<file path="src/rtl/core/assert_macros.svh">
// ---------------------------------------------------------------------------
// assert_macros.svh
// Concurrent assertion helpers, compiled out for synthesis.
// ---------------------------------------------------------------------------
`ifndef ASSERT_MACROS_SVH
`define ASSERT_MACROS_SVH

`ifndef SYNTHESIS
`define TST_ASSERT(label, clk, rst, prop) \
   label: assert property (@(posedge clk) disable iff (rst) (prop)) \
      else $error("assertion failed");
`define TST_ASSERT_ALWAYS(label, clk, prop) \
   label: assert property (@(posedge clk) (prop)) \
      else $error("assertion failed");
`else
`define TST_ASSERT(label, clk, rst, prop)
`define TST_ASSERT_ALWAYS(label, clk, prop)
`endif

`endif

</file>
<file path="src/rtl/core/tst_pkg.sv">
// ---------------------------------------------------------------------------
// tst_pkg
// Shared types and constants of the transfer session table.
// ---------------------------------------------------------------------------
`default_nettype none

package tst_pkg;

   localparam int unsigned TABLE_ENTRIES   = 8;
   localparam logic [31:0] TOP_BIT         = 32'h8000_0000;
   localparam logic [31:0] DEFAULT_TIMEOUT = 32'd60000;

   typedef enum logic [1:0] {
      MODE_ALLOC   = 2'd0,
      MODE_FIND    = 2'd1,
      MODE_ADVANCE = 2'd2,
      MODE_FREE    = 2'd3
   } mode_type;

   typedef enum logic [1:0] {
      ST_OK      = 2'd0,
      ST_FULL    = 2'd1,
      ST_MISSING = 2'd2
   } status_type;

   // request word walking the cell chain, with the answer gathered so far
   typedef struct packed {
      logic        valid;
      mode_type    mode;
      logic [31:0] now_ms;
      logic [31:0] record_id;
      logic [31:0] transfer_handle;
      logic [15:0] new_offset;
      logic [31:0] deadline;
      logic [31:0] new_handle;
      logic        done;
      logic [31:0] handle_out;
      logic [31:0] record_out;
      logic [15:0] offset_out;
   } token_type;

endpackage

`default_nettype wire

</file>
<file path="src/rtl/core/tst_req_if.sv">
// ---------------------------------------------------------------------------
// tst_req_if
// Request channel: one session command word.
// ---------------------------------------------------------------------------
`default_nettype none

interface tst_req_if;
   logic        valid;
   logic        ready;
   logic [1:0]  mode;
   logic [31:0] now_ms;
   logic [31:0] record_id;
   logic [31:0] transfer_handle;
   logic [15:0] new_offset;

   modport source (output valid, mode, now_ms, record_id, transfer_handle, new_offset,
                   input ready);
   modport sink   (input valid, mode, now_ms, record_id, transfer_handle, new_offset,
                   output ready);
endinterface

`default_nettype wire

</file>
<file path="src/rtl/core/tst_rsp_if.sv">
// ---------------------------------------------------------------------------
// tst_rsp_if
// Response channel: one result word per request.
// ---------------------------------------------------------------------------
`default_nettype none

interface tst_rsp_if;
   logic        valid;
   logic        ready;
   logic [1:0]  status;
   logic [31:0] handle_out;
   logic [31:0] record_out;
   logic [15:0] offset_out;

   modport source (output valid, status, handle_out, record_out, offset_out, input ready);
   modport sink   (input valid, status, handle_out, record_out, offset_out, output ready);
endinterface

`default_nettype wire

</file>
<file path="src/rtl/core/tst_csr_if.sv">
// ---------------------------------------------------------------------------
// tst_csr_if
// Register write channel carrying the session timeout.
// ---------------------------------------------------------------------------
`default_nettype none

interface tst_csr_if;
   logic        valid;
   logic        ready;
   logic [31:0] timeout_ms;

   modport source (output valid, timeout_ms, input ready);
   modport sink   (input valid, timeout_ms, output ready);
endinterface

`default_nettype wire

</file>
<file path="src/rtl/core/tst_cell.sv">
// ---------------------------------------------------------------------------
// tst_cell
// One table entry: retires on expiry, claims or matches the passing word.
// ---------------------------------------------------------------------------
`default_nettype none

module tst_cell (
   input  wire logic              clock,
   input  wire logic              reset,
   input  wire tst_pkg::token_type tok_in,
   output      tst_pkg::token_type tok_out
);
   import tst_pkg::*;

   logic        valid_ff,    valid_in;
   logic [31:0] handle_ff,   handle_in;
   logic [31:0] record_ff,   record_in;
   logic [15:0] offset_ff,   offset_in;
   logic [31:0] deadline_ff, deadline_in;
   token_type   tok_ff,      tok_nx;
   logic        tok_vld_ff;
   logic        expired;
   logic        live;

   always_comb begin
      expired     = valid_ff && (deadline_ff != 32'd0) && (deadline_ff <= tok_in.now_ms);
      live        = valid_ff && !(expired && (tok_in.mode != MODE_FREE));
      valid_in    = valid_ff;
      handle_in   = handle_ff;
      record_in   = record_ff;
      offset_in   = offset_ff;
      deadline_in = deadline_ff;
      tok_nx      = tok_in;
      if (tok_in.valid) begin
         valid_in = live;
         unique case (tok_in.mode)
            MODE_ALLOC: begin
               if (!tok_in.done && !live) begin
                  valid_in          = 1'b1;
                  handle_in         = tok_in.new_handle;
                  record_in         = tok_in.record_id;
                  offset_in         = 16'd0;
                  deadline_in       = tok_in.deadline;
                  tok_nx.done       = 1'b1;
                  tok_nx.handle_out = tok_in.new_handle;
                  tok_nx.record_out = tok_in.record_id;
                  tok_nx.offset_out = 16'd0;
               end
            end
            MODE_FIND, MODE_ADVANCE, MODE_FREE: begin
               if (!tok_in.done && live && (handle_ff == tok_in.transfer_handle)) begin
                  tok_nx.done       = 1'b1;
                  tok_nx.handle_out = handle_ff;
                  tok_nx.record_out = record_ff;
                  tok_nx.offset_out = offset_ff;
                  if (tok_in.mode == MODE_ADVANCE) begin
                     offset_in         = tok_in.new_offset;
                     deadline_in       = tok_in.deadline;
                     tok_nx.offset_out = tok_in.new_offset;
                  end
                  if (tok_in.mode == MODE_FREE) begin
                     valid_in = 1'b0;
                  end
               end
            end
            default: begin
            end
         endcase
      end
   end

   always_ff @(posedge clock) begin
      if (reset) begin
         valid_ff   <= 1'b0;
         tok_vld_ff <= 1'b0;
      end else begin
         valid_ff   <= valid_in;
         tok_vld_ff <= tok_nx.valid;
      end
   end

   always_ff @(posedge clock) begin
      handle_ff   <= handle_in;
      record_ff   <= record_in;
      offset_ff   <= offset_in;
      deadline_ff <= deadline_in;
      tok_ff      <= tok_nx;
   end

   always_comb begin
      tok_out       = tok_ff;
      tok_out.valid = tok_vld_ff;
   end

endmodule

`default_nettype wire

</file>
<file path="src/rtl/core/transfer_session_table.sv">
// Path: the request word is registered in each of the TABLE_ENTRIES entry cells
// in turn and then in the response register. Flow: one request at a time; the
// request word walks the row of TABLE_ENTRIES entry cells, one cell per cycle,
// and a new request is accepted only once the response has been taken.
// Reset: all entries invalid, handle counter 1, timeout 60000, no word in flight.
// ---------------------------------------------------------------------------
// transfer_session_table
// Multipart-transfer session table built as a chain of entry cells.
// ---------------------------------------------------------------------------
`default_nettype none
`include "assert_macros.svh"

module transfer_session_table (
   input  wire logic clock,
   input  wire logic reset,
   tst_req_if.sink   req_if,
   tst_rsp_if.source rsp_if,
   tst_csr_if.sink   csr_if
);
   import tst_pkg::*;

   logic        busy_ff,     busy_in;
   logic [31:0] cnt_ff,      cnt_in;
   logic [31:0] pend_cnt_ff, pend_cnt_in;
   logic [31:0] timeout_ff,  timeout_in;
   logic        rsp_vld_ff,  rsp_vld_in;
   logic [1:0]  status_ff,   status_in;
   logic [31:0] hout_ff,     hout_in;
   logic [31:0] rout_ff,     rout_in;
   logic [15:0] oout_ff,     oout_in;

   logic        req_acc;
   logic [31:0] cnt_next;
   token_type   chain [TABLE_ENTRIES+1];
   token_type   fin;
   logic [TABLE_ENTRIES:0] inflight;

   assign req_if.ready = !busy_ff;
   assign csr_if.ready = 1'b1;
   assign req_acc      = req_if.valid && !busy_ff;
   assign cnt_next     = (cnt_ff == 32'hFFFF_FFFF) ? 32'd1 : cnt_ff + 32'd1;

   always_comb begin
      chain[0].valid           = req_acc;
      chain[0].mode            = mode_type'(req_if.mode);
      chain[0].now_ms          = req_if.now_ms;
      chain[0].record_id       = req_if.record_id;
      chain[0].transfer_handle = req_if.transfer_handle;
      chain[0].new_offset      = req_if.new_offset;
      chain[0].deadline        = req_if.now_ms + timeout_ff;
      chain[0].new_handle      = cnt_next | TOP_BIT;
      chain[0].done            = 1'b0;
      chain[0].handle_out      = 32'd0;
      chain[0].record_out      = 32'd0;
      chain[0].offset_out      = 16'd0;
   end

   for (genvar i = 0; i < TABLE_ENTRIES; i++) begin : g_cell
      tst_cell u_cell (
         .clock   (clock),
         .reset   (reset),
         .tok_in  (chain[i]),
         .tok_out (chain[i+1])
      );
      assign inflight[i] = chain[i+1].valid;
   end
   assign inflight[TABLE_ENTRIES] = rsp_vld_ff;

   assign fin = chain[TABLE_ENTRIES];

   always_comb begin
      busy_in     = busy_ff;
      cnt_in      = cnt_ff;
      pend_cnt_in = pend_cnt_ff;
      timeout_in  = timeout_ff;
      rsp_vld_in  = rsp_vld_ff;
      status_in   = status_ff;
      hout_in     = hout_ff;
      rout_in     = rout_ff;
      oout_in     = oout_ff;
      if (csr_if.valid) begin
         timeout_in = csr_if.timeout_ms;
      end
      if (req_acc) begin
         busy_in     = 1'b1;
         pend_cnt_in = cnt_next;
      end
      if (rsp_vld_ff && rsp_if.ready) begin
         rsp_vld_in = 1'b0;
         busy_in    = 1'b0;
      end
      if (fin.valid) begin
         rsp_vld_in = 1'b1;
         hout_in    = fin.handle_out;
         rout_in    = fin.record_out;
         oout_in    = fin.offset_out;
         if (fin.done) begin
            status_in = ST_OK;
            if (fin.mode == MODE_ALLOC) begin
               cnt_in = pend_cnt_ff;
            end
         end else if (fin.mode == MODE_ALLOC) begin
            status_in = ST_FULL;
         end else begin
            status_in = ST_MISSING;
         end
      end
   end

   always_ff @(posedge clock) begin
      if (reset) begin
         busy_ff    <= 1'b0;
         cnt_ff     <= 32'd1;
         timeout_ff <= DEFAULT_TIMEOUT;
         rsp_vld_ff <= 1'b0;
      end else begin
         busy_ff    <= busy_in;
         cnt_ff     <= cnt_in;
         timeout_ff <= timeout_in;
         rsp_vld_ff <= rsp_vld_in;
      end
   end

   always_ff @(posedge clock) begin
      pend_cnt_ff <= pend_cnt_in;
      status_ff   <= status_in;
      hout_ff     <= hout_in;
      rout_ff     <= rout_in;
      oout_ff     <= oout_in;
   end

   assign rsp_if.valid      = rsp_vld_ff;
   assign rsp_if.status     = status_ff;
   assign rsp_if.handle_out = hout_ff;
   assign rsp_if.record_out = rout_ff;
   assign rsp_if.offset_out = oout_ff;

   `TST_ASSERT(a_one_word, clock, reset, $onehot0(inflight))
   `TST_ASSERT(a_enter_chain, clock, reset, req_acc |=> chain[1].valid)
   `TST_ASSERT(a_busy_cover, clock, reset, (inflight != '0) |-> busy_ff)
   `TST_ASSERT(a_cnt_move, clock, reset,
      (cnt_ff != $past(cnt_ff)) |->
         ($past(reset) || ($past(fin.valid) && $past(fin.done) &&
          ($past(fin.mode) == MODE_ALLOC))))

endmodule

`default_nettype wire
</file>
<file path="src/flat_wrapper.sv">
// flat-port wrapper written by rule: the top's interface ports become plain ports
module transfer_session_table_flat import tst_pkg::*;
  (clock, reset, req_if_valid, req_if_mode, req_if_now_ms, req_if_record_id, req_if_transfer_handle, req_if_new_offset, req_if_ready, rsp_if_valid, rsp_if_status, rsp_if_handle_out, rsp_if_record_out, rsp_if_offset_out, rsp_if_ready, csr_if_valid, csr_if_timeout_ms, csr_if_ready);
  tst_req_if req_if_i ();
  tst_rsp_if rsp_if_i ();
  tst_csr_if csr_if_i ();
  input  wire logic clock;
  input  wire logic reset;
  input wire logic [$bits(req_if_i.valid)-1:0] req_if_valid;
  input wire logic [$bits(req_if_i.mode)-1:0] req_if_mode;
  input wire logic [$bits(req_if_i.now_ms)-1:0] req_if_now_ms;
  input wire logic [$bits(req_if_i.record_id)-1:0] req_if_record_id;
  input wire logic [$bits(req_if_i.transfer_handle)-1:0] req_if_transfer_handle;
  input wire logic [$bits(req_if_i.new_offset)-1:0] req_if_new_offset;
  output wire logic [$bits(req_if_i.ready)-1:0] req_if_ready;
  output wire logic [$bits(rsp_if_i.valid)-1:0] rsp_if_valid;
  output wire logic [$bits(rsp_if_i.status)-1:0] rsp_if_status;
  output wire logic [$bits(rsp_if_i.handle_out)-1:0] rsp_if_handle_out;
  output wire logic [$bits(rsp_if_i.record_out)-1:0] rsp_if_record_out;
  output wire logic [$bits(rsp_if_i.offset_out)-1:0] rsp_if_offset_out;
  input wire logic [$bits(rsp_if_i.ready)-1:0] rsp_if_ready;
  input wire logic [$bits(csr_if_i.valid)-1:0] csr_if_valid;
  input wire logic [$bits(csr_if_i.timeout_ms)-1:0] csr_if_timeout_ms;
  output wire logic [$bits(csr_if_i.ready)-1:0] csr_if_ready;
  assign req_if_i.valid = req_if_valid;
  assign req_if_i.mode = req_if_mode;
  assign req_if_i.now_ms = req_if_now_ms;
  assign req_if_i.record_id = req_if_record_id;
  assign req_if_i.transfer_handle = req_if_transfer_handle;
  assign req_if_i.new_offset = req_if_new_offset;
  assign req_if_ready = req_if_i.ready;
  assign rsp_if_valid = rsp_if_i.valid;
  assign rsp_if_status = rsp_if_i.status;
  assign rsp_if_handle_out = rsp_if_i.handle_out;
  assign rsp_if_record_out = rsp_if_i.record_out;
  assign rsp_if_offset_out = rsp_if_i.offset_out;
  assign rsp_if_i.ready = rsp_if_ready;
  assign csr_if_i.valid = csr_if_valid;
  assign csr_if_i.timeout_ms = csr_if_timeout_ms;
  assign csr_if_ready = csr_if_i.ready;
  transfer_session_table u_core (.clock(clock), .reset(reset), .req_if(req_if_i), .rsp_if(rsp_if_i), .csr_if(csr_if_i));
endmodule
</file>
<file path="config.mk">
export PLATFORM = sky130hd
export DESIGN_NAME = transfer_session_table_flat
export DESIGN_NICKNAME = d
export VERILOG_FILES = /design/src/rtl/core/tst_pkg.sv /design/src/rtl/core/tst_req_if.sv /design/src/rtl/core/tst_rsp_if.sv /design/src/rtl/core/tst_csr_if.sv /design/src/rtl/core/tst_cell.sv /design/src/rtl/core/transfer_session_table.sv /design/src/flat_wrapper.sv
export VERILOG_INCLUDE_DIRS = /design/src /design/src/rtl/core
export SDC_FILE = /design/constraint.sdc
export NUM_CORES = 2
export LEC_CHECK = 0
export BUFFER_PORTS_ARGS = -buffer_cell sky130_fd_sc_hd__clkbuf_2
export CAP_MARGIN = 15
export CORE_UTILIZATION = 55
export DETAILED_ROUTE_END_ITERATION = 7
export PLACE_DENSITY = 0.73
export REMOVE_ABC_BUFFERS = 1
export SYNTH_ARGS = -nofsm -noshare
export SYNTH_HDL_FRONTEND = slang
export SYNTH_SLANG_ARGS = --single-unit
</file>
<file path="constraint.sdc">
create_clock -name clock -period 7 [get_ports clock]
set_clock_uncertainty 0.1 [all_clocks]
set_input_delay 0.35 -clock clock [delete_from_list [all_inputs] [get_ports clock]]
set_output_delay 0.35 -clock clock [all_outputs]
set_load 0.03 [all_outputs]
</file>
==> impl_metrics.csv <==
group,metric,value,unit
drt,vias,55710,
run,cap_violations,0,
synth,yosys_warnings,0,
clocking,cts_root_buf,"clkbuf_16",
timing,slew_viol_final,0,
setup_path,cp-startpoint,"u_core.g_cell[6].u_cell.deadline_ff[25]",
floorplanning,num_rows,152,
synth,synth_cell_type_count,81,
timing,worstMarginPinSlew,1.294,ns
global_route,antenna_found_initial,15,
drt,ant_nets,0,
clocking,clk_pin_slew,0.06,ns
clocking,cts_setup_buffers,0,
placement,dp.cells,9451,
timing,timing.slew.headroom,13.44,%
drt,drt_wl_total,218600,um
min_path,min_path_type,"in2reg",
setup_path,cp_data_required_time,7.45,ns
drt,vias_per_cell,5.479,
synth,synth-edff-count,1002,
setup_path,cp-start-kind,"register",
timing,fmax,0.2022,GHz
global_route,grt_usage,24.57,%
global_route,grt_pass1_vias,54330,
clocking,clock_latency,0.92,ns
drt,drcViolationCount,0,
timing,finalSetupViolations,0,
floorplanning,die_w,418.8,um
timing,fin_crit,4.947,ns
clocking,cts_buffer_depth,4,
synth,ys_top_cells_by_area,"dfxtp_1, edfxtp_1, ha_1",
power,leakagePower,43.48,nW
setup_path,endpoint_kind,"register",
synth,synth_sequential_area_ratio,72.62,%
floorplanning,ios,236,
placement,globalplace.congestion,0.9151,
final_layout,nets,8069,
synth,syn_area,95550,um^2
synth,syn_avg_cell_area,13.48,um^2
final_layout,stdcell_count,10170,
floorplanning,core_area,172100,um^2
placement,hpwl,153800,um
placement,io_buffers,234,
clocking,cts_made_buffers,297,
power,powerDensity,318.7,nW/um^2
setup_path,reg2reg_from,"u_core.g_cell[6].u_cell.deadline_ff[25]",
timing,rsz0062_at_grt,"no",
setup_path,rr_worst_depth,10,
clocking,cts_tree,"yes",
setup_path,cp_max_fo,65,
final_layout,drive_above_1_share,10.99,%
clocking,cts_resized,0,
synth,synth_top_area_share,41.13,%
global_route,grt_pass1_wl,330300,um
floorplanning,start_util,55.52,%
floorplanning,die_y,418.8,um
timing,final-hold-violation-count,0,
final_layout,post-route-util,64.19,%
setup_path,crit_end,"u_core.g_cell[6].u_cell.offset_ff[7]",
setup_path,worstReg2RegEnd,"u_core.g_cell[6].u_cell.offset_ff[7]",
power,ir_drop,0.2708,mV
floorplanning,die_area,175400,um^2
synth,synth_ff_type,"dfxtp_1",
placement,place_area,99100,um^2
final_layout,area_growth,15.62,%
final_layout,fin_area,110500,um^2
clocking,cts.sinks,2965,
setup_path,crit_arrival,5.39,ns
synth,async_reset_ff_share,0,%
synth,netlist_instances,7090,
setup_path,ff2ff_setup_slack,2.05,ns
setup_path,worstSetupPathType,"reg2reg",
run_status,status,"finished, final reports clean",
drt,drt_pass1_iterations,6,
global_route,overflow,0,
drt,first_iter_violations,5234,
drt,avgRoutedWirePerCell,21.50,um
clocking,htreeDepth,5,
synth,synth_top_cell_by_area,"dfxtp_1",
synth,ys_seq_elements,2965,
timing,tns,0,ns
timing,layout_worst_path_cycle_share,70.67,%
global_route,grt_max_degree,93,
==> flip-flops by register name (all words and copies together) (netlist names), 8 cells and up <==
signal	flops
u_core.cnt_ff	32
u_core.g_cell.u_cell.deadline_ff	256
u_core.g_cell.u_cell.handle_ff	248
u_core.g_cell.u_cell.offset_ff	128
u_core.g_cell.u_cell.record_ff	256
u_core.g_cell.u_cell.tok_out	1881
u_core.g_cell.u_cell.tok_vld_ff	8
u_core.g_cell.u_cell.valid_ff	8
u_core.pend_cnt_ff	32
u_core.rsp_if.handle_out	32
u_core.rsp_if.offset_out	16
u_core.rsp_if.record_out	32
u_core.timeout_ff	32
==> cell usage in the layout (no fill, tap or decap), drive strengths merged, types with 78 or more instances in the layout <==
master	n
dfxtp	1963
edfxtp	1002
inv	663
clkbuf	660
o21ai	479
nand2	384
a22oi	378
ha	288
a21o	202
a22o	198
dlygate4sd3	185
a21oi	177
xor2	155
xnor2	147
nor2	132
nand4	128
nor4	112
nand3	78
==> worst max-delay path: stages, from the launching register on <==
cell      delay [ns]
edfxtp_1        0.42
ha_1            0.34
nand4_1         0.15
or2_2           0.31
nor3_1          0.44
a21boi_0        0.35
o31a_1          0.35
and4b_4         0.93
nor2_2          0.13
clkinv_2        0.65
buf_12          0.36
==> cell usage after synthesis (all sizes together), types with 7 or more instances <==
cell type     n
dfxtp      1963
edfxtp     1002
inv         651
o21ai       479
nand2       384
a22oi       378
ha          288
a21o        202
a22o        198
a21oi       177
xor2        155
xnor2       147
clkbuf      133
nor2        132
nand4       128
nor4        112
buf         107
nand3        78
o21ba        40
nor2b        38
a21boi       33
nor3         32
mux2i        27
and3         21
o21a         19
a211o        16
or3          13
nand2b       11
a211oi       10
o211ai        8
o31ai         8
and4          7
mux2          7
nor3b         7
==> worst min-delay path by stage <==
stage / from / cells after the start / end
floorplan: u_core.g_cell[2].u_cell.tok_out[192] / 0 / u_core.g_cell[3].u_cell.tok_out[192]
global placement: u_core.g_cell[5].u_cell.tok_out[136] / 0 / u_core.g_cell[6].u_cell.tok_out[136]
detailed placement: u_core.g_cell[5].u_cell.tok_out[135] / 0 / u_core.g_cell[6].u_cell.tok_out[135]
CTS: req_if_record_id[18] / 2 / u_core.g_cell[0].u_cell.tok_out[211]
global route: req_if_record_id[18] / 2 / u_core.g_cell[0].u_cell.tok_out[211]
finish: req_if_record_id[18] / 2 / u_core.g_cell[0].u_cell.tok_out[211]
==> where the power goes <==
| group | total [mW] | internal [mW] | switching, mW |
|---|---|---|---|
| Sequential | 19.0 | 18.5 | 0.510 |
| Combinational | 0.939 | 0.406 | 0.533 |
| Clock | 15.3 | 9.03 | 6.23 |
==> per-layer routing <==
| layer | GRT usage [%] | routed length [um] | vias to the layer above |
|---|---|---|---|
| met5 | 0 | 0 | - |
| met1 | 38.97 | 107800 | 26970 |
| met2 | 33.87 | 89640 | 2158 |
| met4 | 8.034 | 5993 | 0 |
| met3 | 4.083 | 15220 | 366 |
| li1 | - | - | 26210 |
==> timing repair <==
action                                  4_1_cts  5_1_grt
hold buffers                                185        0
hold endpoints to repair                    290        0
endpoints found under the setup margin        0        0
==> cell families after synthesis <==
family / after synthesis / synth area share [%]
adder cells (fa/ha/maj): 289 / 3.792
flip-flops: 2965 / 72.62
buffers and inverters: 891 / 3.723
multiplexers: 34 / 0.3653
other: 1 / 0.003925
XOR/XNOR: 302 / 2.768
AO/OA/AOI/OAI: 1623 / 11.65
AND/OR/NAND/NOR: 985 / 5.075
==> final cells by class <==
class	count	area, um^2
antenna	6	15.01
clock buffer	427	8688
clock inverter	94	794.5
fill	12340	61640
inverter	651	2447
multi-input combinational	3234	22750
sequential	2965	69390
tap	2310	2890
timing repair buffer	480	3497
==> stage by stage <==
stage	setup slack (ns)	power (mW)	hold WS (ns)
6_report	2.053	35.21	0.05282
5_1_grt	1.842	36.30	0.03315
4_1_cts	2.118	35.41	0.00005840
3_5_place_dp	2.096	20.20	0.2342
3_3_place_gp	2.256	20.14	0.2330
2_1_floorplan	-6.468	19.61	0.2232
No activity file was read; power rests on OpenSTA's default activity.
